--- config.mk ---
export PLATFORM = sky130hd
export DESIGN_NAME = oxygen_vegf_cell_update_core
export DESIGN_NICKNAME = d
export VERILOG_FILES = /design/src/hw/rtl/ovcu_pkg.sv /design/src/hw/rtl/oxygen_vegf_cell_update_core.sv
export SDC_FILE = /design/constraint.sdc
export NUM_CORES = 2
export LEC_CHECK = 0
export BUFFER_PORTS_ARGS = -buffer_cell sky130_fd_sc_hd__buf_2
export CAP_MARGIN = 10
export CORE_MARGIN = 2
export CORE_UTILIZATION = 40
export CTS_CLUSTER_DIAMETER = 40
export DETAILED_ROUTE_END_ITERATION = 16
export PLACE_DENSITY = 0.59
export SLEW_MARGIN = 20
export SYNTH_ARGS = -nofsm -noshare
export SYNTH_HDL_FRONTEND = slang
export SYNTH_SLANG_ARGS = --single-unit
--- constraint.sdc ---
create_clock -name clk -period 11 [get_ports clk]
set_input_delay 1.1 -clock clk [delete_from_list [all_inputs] [get_ports clk]]
set_output_delay 1.1 -clock clk [all_outputs]
set_load 0.005 [all_outputs]
--- src/hw/rtl/ovcu_pkg.sv ---
// Shared types, constants, microcode table and arithmetic helpers for the
// oxygen/VEGF cell update core. Has no dependencies of its own.
`timescale 1ns / 1ps

package ovcu_pkg;

  localparam int DataW   = 32;
  localparam int ProdW   = 2 * DataW;
  localparam int DenW    = DataW + 1;
  localparam int SumW    = DataW + 3;
  localparam int CfgIdxW = 4;
  localparam int PcW     = 4;
  localparam int DivCntW = $clog2(DataW);

  localparam bit               Angiogenesis = 1'b1;
  localparam logic [DataW-1:0] StableTol    = DataW'(655);
  localparam logic [DataW-1:0] KmReset      = DataW'(65536);

  typedef enum logic [CfgIdxW-1:0] {
    REG_VMAX_VEGF    = 4'd0,
    REG_KM_VEGF      = 4'd1,
    REG_HYPOXIC_VEGF = 4'd2,
    REG_VMAX_OXYGEN  = 4'd3,
    REG_KM_OXYGEN    = 4'd4,
    REG_OLD_PO2      = 4'd5,
    REG_NEW_PO2      = 4'd6,
    REG_HYP_THRESH   = 4'd7
  } reg_idx_t;

  typedef enum logic [2:0] {
    OP_NOP,
    OP_CAPTURE,
    OP_OX_LOAD,
    OP_VG_LOAD,
    OP_PREP,
    OP_DIV,
    OP_OX_UPD,
    OP_VG_UPD
  } op_t;

  typedef enum logic [2:0] {
    C_NEVER,
    C_ALWAYS,
    C_NO_INPUT,
    C_OX_SKIP,
    C_VG_SKIP,
    C_DIV_MORE,
    C_OUT_BUSY
  } cond_t;

  // One control word per step: the step holds while 'hold' is true, then
  // goes to 'target' when 'jump' is true and to the next step otherwise.
  typedef struct packed {
    op_t             op;
    cond_t           hold;
    cond_t           jump;
    logic [PcW-1:0]  target;
  } ctrl_word_t;

  localparam logic [PcW-1:0] StepWait   = PcW'(0);
  localparam logic [PcW-1:0] StepOxLoad = PcW'(1);
  localparam logic [PcW-1:0] StepOxPrep = PcW'(2);
  localparam logic [PcW-1:0] StepOxDiv  = PcW'(3);
  localparam logic [PcW-1:0] StepOxUpd  = PcW'(4);
  localparam logic [PcW-1:0] StepVgLoad = PcW'(5);
  localparam logic [PcW-1:0] StepVgPrep = PcW'(6);
  localparam logic [PcW-1:0] StepVgDiv  = PcW'(7);
  localparam logic [PcW-1:0] StepVgUpd  = PcW'(8);

  function automatic ctrl_word_t ucode_rom(input logic [PcW-1:0] pc);
    ctrl_word_t cw;
    case (pc)
      StepWait:   cw = '{OP_CAPTURE, C_NO_INPUT, C_NEVER,    StepWait};
      StepOxLoad: cw = '{OP_OX_LOAD, C_NEVER,    C_OX_SKIP,  StepOxUpd};
      StepOxPrep: cw = '{OP_PREP,    C_NEVER,    C_NEVER,    StepWait};
      StepOxDiv:  cw = '{OP_DIV,     C_NEVER,    C_DIV_MORE, StepOxDiv};
      StepOxUpd:  cw = '{OP_OX_UPD,  C_NEVER,    C_NEVER,    StepWait};
      StepVgLoad: cw = '{OP_VG_LOAD, C_NEVER,    C_VG_SKIP,  StepVgUpd};
      StepVgPrep: cw = '{OP_PREP,    C_NEVER,    C_NEVER,    StepWait};
      StepVgDiv:  cw = '{OP_DIV,     C_NEVER,    C_DIV_MORE, StepVgDiv};
      StepVgUpd:  cw = '{OP_VG_UPD,  C_OUT_BUSY, C_ALWAYS,   StepWait};
      default:    cw = '{OP_NOP,     C_NEVER,    C_ALWAYS,   StepWait};
    endcase
    return cw;
  endfunction

  // level + incr - cons, formed exactly and clamped to the unsigned range.
  function automatic logic [DataW-1:0] sat_update(input logic [DataW-1:0] level,
                                                  input logic signed [DataW-1:0] incr,
                                                  input logic [DataW-1:0] cons);
    logic signed [SumW-1:0] v;
    v = $signed({3'b000, level}) + SumW'(incr) - $signed({3'b000, cons});
    if (v[SumW-1]) begin
      return '0;
    end else if (v[SumW-2:DataW] != '0) begin
      return '1;
    end else begin
      return v[DataW-1:0];
    end
  endfunction

  function automatic logic is_stable(input logic [DataW-1:0] a,
                                     input logic [DataW-1:0] b);
    logic [DataW-1:0] d;
    d = (a > b) ? (a - b) : (b - a);
    return d < StableTol;
  endfunction

endpackage

--- src/hw/rtl/oxygen_vegf_cell_update_core.sv ---
// Each cell runs one Michaelis-Menten division in the shared restoring divider, or
// none when the uptake is skipped. One cell is processed at a time: the next input
// is taken once the result is in the output register, which the downstream side
// drains independently.
// Reset (rst, synchronous) returns the sequencer to its wait step, clears the
// result valid and both cell levels, and loads the register defaults.
`timescale 1ns / 1ps

module oxygen_vegf_cell_update_core (
  input  logic                           clk,
  input  logic                           rst,
  input  logic                           cfg_valid,
  output logic                           cfg_ready,
  input  logic [ovcu_pkg::CfgIdxW-1:0]   cfg_index,
  input  logic [ovcu_pkg::DataW-1:0]     cfg_data,
  input  logic                           in_valid,
  output logic                           in_ready,
  input  logic                           dead,
  input  logic                           old_vessel,
  input  logic                           new_vessel,
  input  logic signed [ovcu_pkg::DataW-1:0] oxygen_diffusion,
  input  logic signed [ovcu_pkg::DataW-1:0] vegf_diffusion,
  output logic                           out_valid,
  input  logic                           out_ready,
  output logic [ovcu_pkg::DataW-1:0]     oxygen_level,
  output logic [ovcu_pkg::DataW-1:0]     vegf_level,
  output logic                           hypoxic,
  output logic                           oxygen_stable,
  output logic                           vegf_stable
);
  import ovcu_pkg::*;

  // Configuration registers.
  logic [DataW-1:0] vmax_vegf, km_vegf, hypoxic_vegf, vmax_oxygen, km_oxygen;
  logic [DataW-1:0] old_vessel_po2, new_vessel_po2, hypoxia_threshold;

  // Cell state.
  logic [DataW-1:0] oxygen_state, vegf_state;

  // Sequencer and datapath.
  logic [PcW-1:0]     pc, pc_next;
  ctrl_word_t         cw;
  logic [7:0]         cond_vec;
  logic               hold_now, jump_now;
  logic               dead_q, oldv_q, newv_q, hyp_q, ox_stab;
  logic signed [DataW-1:0] dox_q, dvg_q;
  logic [ProdW-1:0]   prod;
  logic [DenW-1:0]    den, den_sum;
  logic [DenW-1:0]    rem;
  logic [DataW-1:0]   quo;
  logic [DivCntW-1:0] cnt;
  logic [DataW-1:0]   ox_new, ox_calc, vg_calc;
  logic [DataW-1:0]   mul_a, mul_b, km_sel;
  logic [DenW:0]      trial;
  logic               trial_ge;
  logic               vessel;

  assign cw        = ucode_rom(pc);
  assign cfg_ready = 1'b1;
  assign in_ready  = (cw.op == OP_CAPTURE);
  assign vessel    = oldv_q | newv_q;

  always_comb begin
    if (cw.op == OP_VG_LOAD) begin
      mul_a  = vegf_state;
      mul_b  = vmax_vegf;
      km_sel = km_vegf;
    end else begin
      mul_a  = oxygen_state;
      mul_b  = vmax_oxygen;
      km_sel = km_oxygen;
    end
    den_sum = {1'b0, km_sel} + {1'b0, mul_a};
  end

  always_comb begin
    cond_vec             = '0;
    cond_vec[C_NEVER]    = 1'b0;
    cond_vec[C_ALWAYS]   = 1'b1;
    cond_vec[C_NO_INPUT] = !in_valid;
    cond_vec[C_OX_SKIP]  = vessel | dead_q | (den_sum == '0);
    cond_vec[C_VG_SKIP]  = !Angiogenesis | !vessel | hyp_q | (den_sum == '0);
    cond_vec[C_DIV_MORE] = (cnt != '1);
    cond_vec[C_OUT_BUSY] = out_valid & !out_ready;
    hold_now = cond_vec[cw.hold];
    jump_now = cond_vec[cw.jump];
    if (hold_now) begin
      pc_next = pc;
    end else if (jump_now) begin
      pc_next = cw.target;
    end else begin
      pc_next = pc + PcW'(1);
    end
  end

  // One restoring division step: bring in the next dividend bit and subtract
  // the denominator when it fits.
  always_comb begin
    trial    = {rem, quo[DataW-1]};
    trial_ge = (trial >= {1'b0, den});
  end

  always_comb begin
    if (oldv_q) begin
      ox_calc = old_vessel_po2;
    end else if (newv_q) begin
      ox_calc = new_vessel_po2;
    end else begin
      ox_calc = sat_update(oxygen_state, dox_q, quo);
    end
    if (!Angiogenesis) begin
      vg_calc = vegf_state;
    end else if (hyp_q) begin
      vg_calc = hypoxic_vegf;
    end else begin
      vg_calc = sat_update(vegf_state, dvg_q, quo);
    end
  end

  always_ff @(posedge clk) begin
    if (rst) begin
      pc                <= StepWait;
      out_valid         <= 1'b0;
      oxygen_state      <= '0;
      vegf_state        <= '0;
      vmax_vegf         <= '0;
      km_vegf           <= KmReset;
      hypoxic_vegf      <= '0;
      vmax_oxygen       <= '0;
      km_oxygen         <= KmReset;
      old_vessel_po2    <= '0;
      new_vessel_po2    <= '0;
      hypoxia_threshold <= '0;
    end else begin
      pc <= pc_next;

      if (cfg_valid) begin
        case (reg_idx_t'(cfg_index))
          REG_VMAX_VEGF:    vmax_vegf         <= cfg_data;
          REG_KM_VEGF:      km_vegf           <= cfg_data;
          REG_HYPOXIC_VEGF: hypoxic_vegf      <= cfg_data;
          REG_VMAX_OXYGEN:  vmax_oxygen       <= cfg_data;
          REG_KM_OXYGEN:    km_oxygen         <= cfg_data;
          REG_OLD_PO2:      old_vessel_po2    <= cfg_data;
          REG_NEW_PO2:      new_vessel_po2    <= cfg_data;
          REG_HYP_THRESH:   hypoxia_threshold <= cfg_data;
          default: ;
        endcase
      end

      if (out_valid && out_ready) begin
        out_valid <= 1'b0;
      end
      if (cw.op == OP_VG_UPD && !hold_now) begin
        out_valid    <= 1'b1;
        oxygen_state <= ox_new;
        vegf_state   <= vg_calc;
      end
    end
  end

  // Datapath registers carry no reset.
  always_ff @(posedge clk) begin
    case (cw.op)
      OP_CAPTURE: begin
        if (!hold_now) begin
          dead_q <= dead;
          oldv_q <= old_vessel;
          newv_q <= new_vessel;
          dox_q  <= oxygen_diffusion;
          dvg_q  <= vegf_diffusion;
        end
      end
      OP_OX_LOAD, OP_VG_LOAD: begin
        prod <= ProdW'(mul_a) * ProdW'(mul_b);
        den  <= den_sum;
        quo  <= '0;
      end
      OP_PREP: begin
        // The quotient never exceeds vmax, so the upper half is below den.
        rem <= {1'b0, prod[ProdW-1:DataW]};
        quo <= prod[DataW-1:0];
        cnt <= '0;
      end
      OP_DIV: begin
        rem <= trial_ge ? DenW'(trial - {1'b0, den}) : trial[DenW-1:0];
        quo <= {quo[DataW-2:0], trial_ge};
        cnt <= cnt + DivCntW'(1);
      end
      OP_OX_UPD: begin
        ox_new  <= ox_calc;
        ox_stab <= is_stable(ox_calc, oxygen_state);
        hyp_q   <= !dead_q && (ox_calc < hypoxia_threshold);
      end
      OP_VG_UPD: begin
        if (!hold_now) begin
          oxygen_level  <= ox_new;
          vegf_level    <= vg_calc;
          hypoxic       <= hyp_q;
          oxygen_stable <= ox_stab;
          vegf_stable   <= is_stable(vg_calc, vegf_state);
        end
      end
      default: ;
    endcase
  end

endmodule

==> results by group <==
Route
  – Avg WL per Cell: approximately 24 um
  – TritonRoute pass-1 iters: 6
  – Antenna Nets Post-Route: 0
  – Vias/cell: between 5 and 6
  – Drt total wl: between 200000 and 300000 um
  – Initial DRC Count: 5574
  – Via count: around 61000
  – # DRC: 0

STA
  – RSZ-0062 raised after global routing: no
  – Relative slew slack: 0.103
  – Final Hold Vio Count: 0
  – Final setup vio count: 0
  – Final clock skew: roughly 0.050 ns
  – Slew Limit Fails: 0
  – Setup TNS: 0 ns
  – Tcrit/Tclk final: 0.953
  – Final Critical Period: roughly 10 ns
  – Worst-Margin Slew: between 1 and 1.5 ns
  – Max frequency: 95.4 MHz

Worst setup path
  – R2R cell count: 34
  – CP most frequent cell: fa_1
  – Critical Path Fanout Max: between 40 and 50
  – Slowest CP cell: fa_1
  – Crit path capture type: register
  – R2r endpoint: prod[61]
  – Worst EP required: roughly 11 ns
  – CP Launch Type: register
  – Critical Path Start: cw[12]
  – Reg-to-reg setup timing slack: slightly above 0.5 ns
  – Arr. time, crit path: 10.94 ns
  – Reg2reg start: cw[12]
  – Crit path capture: prod[61]
  – Worst path max stage delay: just under 0.6 ns
  – CP Class: register to register

CTS
  – Clock Sinks: roughly 670
  – CTS tree: built
  – Root Driver: clkbuf_16
  – Worst-path clk slew: approximately 0.060 ns
  – H-tree Lvls: 3
  – Clock Latency Late Sink: approximately 0.73 ns
  – Max Root-Sink Buffers: 3
  – TritonCTS Buffers: 96

Pwr
  – Flop pwr share: 0.228
  – Total chip power: 15.2 mW
  – Share of total power in combinational logic: 0.559
  – Clock Power Share: 0.213
  – Sw frac: 0.455
  – PwrDens: 185 mW/mm^2
  – Switch Pwr: 6.91 mW
  – Leak Pwr: 36.6 nW
  – Int Power: between 8 and 9 mW
  – VDD IR max: between 0.15 and 0.2 mV

GRT
  – GRT overflow: 0
  – All-Layer GR Usage: 0.287
  – Initial antenna violation count: 10
  – Vias in the first global route: 62100
  – Largest net degree at the start of global routing: about 230
  – First-pass GRT wire length: about 410000 um

Place
  – Port buffer count: around 180
  – GPL Wtd Cong: between 0.9 and 1
  – HPWL reported at the end of detailed placement: between 200000 and 250000 um
  – Placed instance area: roughly 0.079 mm^2
  – Placed cells: ~11000

Cells and area
  – Area growth syn-to-layout: 9.94%
  – Finished Layout Cells: 11200
  – Finished Core Util: 0.442
  – Share of post-route cells with drive strength above 1: 0.0840
  – Max reg flops: between 60 and 70
  – Top reg by flops: prod
  – Layout Nets: slightly above 10000
  – Final Cell Area: 0.0820 mm^2
  – ANT cells: 0
  – Biggest regs: prod x64, den x33, rem x33

Synthesis
  – Post-synthesis compound-gate area fraction: 0.125
  – Post-synth top flop: dfxtp_1
  – Syn nets: 10300
  – Yosys warns: 0
  – Seq/Total Area, Yosys: 0.225
  – Largest family of logic cells by synthesized area: adder cells
  – Cell taking the most area after synthesis: fa_1
  – Adder-cell share of the synthesized area: 0.353
  – Yosys reg bits: 671
  – Post-synth ARST share: 0
  – Synthesized area: between 0.07 and 0.08 mm^2
  – Post-synth top cells: nand2_1 (1464), inv_1 (1462), fa_1 (966), nor2_1 (660), a21oi_1 (650)
  – Top-count cell post-synth: nand2_1
  – Synth top area cells: fa_1 (26%), edfxtp_1 (13%), ha_1 (9.4%)
  – Simple-Gate Fraction of Synth Area: 0.145
  – Synth Instances: around 8600
  – Post-synth EDFFs: between 300 and 400
  – Mux share of post-synthesis cell area: 0.0317
  – Synthesized area per cell: slightly below 9 um^2
  – XOR/XNOR Fraction of Synth Area: 0.0234
  – Top cell type's share of synthesized area: 0.259
  – Synth cell types: 110

Worst hold path
  – Worst Hold Path Cells: 0
  – Min-Delay Path Class: register to register

Floorplan
  – Die width: between 400 and 500 um
  – Starting Density: 0.402
  – Die area: 0.190 mm^2
  – Die H: between 400 and 500 um
  – Row count: around 160
  – Core ar.: roughly 0.19 mm^2
  – I/O Pins: 178

Outcome
  – Run status: complete, no violations

Run
  – Max Cap Violations: 0
## power by group through the flow
stage | clock [mW] | sequential [mW] | combinational [mW]
floorplan | 0 | 3.29 | 5.99
global placement | 0 | 3.50 | 8.29
finish | 3.23 | 3.46 | 8.48
global route | 3.38 | 3.47 | 9.30
detailed placement | 0 | 3.51 | 8.31
CTS | 3.28 | 3.46 | 8.37
## critical path, delay by kind of cell, from the launching register on
family	cells	cell delay, ns
AO/OA/AOI/OAI	12	2.87
adder cells (fa/ha/maj)	9	4.33
flip-flops	1	0.49
AND/OR/NAND/NOR	3	0.42
XOR/XNOR	1	0.11
buffers and inverters	8	1.43
multiplexers	1	0.49
## cell type report
cell class                 instances  area [um^2]
tap                             2480         3100
timing repair buffer             381         2500
clock inverter                    68          847
clock buffer                     112         2520
sequential                       671        16800
inverter                        1474         5540
multi-input combinational       6039        50700
fill                           18500       103000
## stage by stage
| stage | hold WS (ns) | setup WS [ns] |
|---|---|---|
| 2_1_floorplan | 0.400 | 1.44 |
| 3_3_place_gp | 0.401 | 0.652 |
| 3_5_place_dp | 0.408 | 0.518 |
| 4_1_cts | 0.422 | 0.530 |
| 5_1_grt | 0.424 | 0.0860 |
| 6_report | 0.419 | 0.518 |
## cells in the final DEF (no fill, tap or decap), types with 23 or more instances in the layout
cell type     n
inv_1      1461
o21a_1       63
ha_1        561
buf_4       199
dfxtp_1     335
mux2_2       98
a31oi_1      37
edfxtp_1    335
mux2i_1     112
and2_1       24
or2_2        25
nor3_1       49
fa_1        966
nor2b_1      53
a21boi_0     23
nand2_1    1463
nor2_1      660
nand3_1      75
buf_2       175
a21oi_1     650
o21bai_1     69
nand2b_1     50
xnor2_1     133
a211oi_1     34
nand4_1      56
clkbuf_16    98
a21o_1      161
o211ai_1     36
xor2_1       66
o21ai_0     242
## cells by family after synthesis
family                     after synthesis
DFF                                    671
other                                    1
AOI/OAI and AO/OA                     1506
xor gates and xnor gates               199
adders and majority gates             1527
muxes                                  223
and+or+nand+nor                       2583
buffers and inverters                 1905
## worst min path at each step
stage	startpoint	end	slack, ns
after floorplan	ox_stab	oxygen_stable	0.40
after global placement	ox_stab	oxygen_stable	0.40
after detailed placement	ox_stab	oxygen_stable	0.41
after CTS	ox_stab	oxygen_stable	0.42
after global routing	ox_stab	oxygen_stable	0.42
final	ox_stab	oxygen_stable	0.42
## per-layer routing
layer,share of wire,routed length [um],track usage,up-vias
met5,0.000048,13,0,-
met4,0.050,13700,0.124,2
met3,0.070,19000,0.0402,471
met2,0.46,125000,0.463,2347
met1,0.42,116000,0.383,30800
li1,-,-,-,27600
## timing repair
action                                  4_1_cts  5_1_grt
hold buffers                                  0        0
resized for setup                             0        3
buffers inserted                              0        0
endpoints found under the setup margin        0        3
Note: power is estimated with default switching activity, not from simulation.
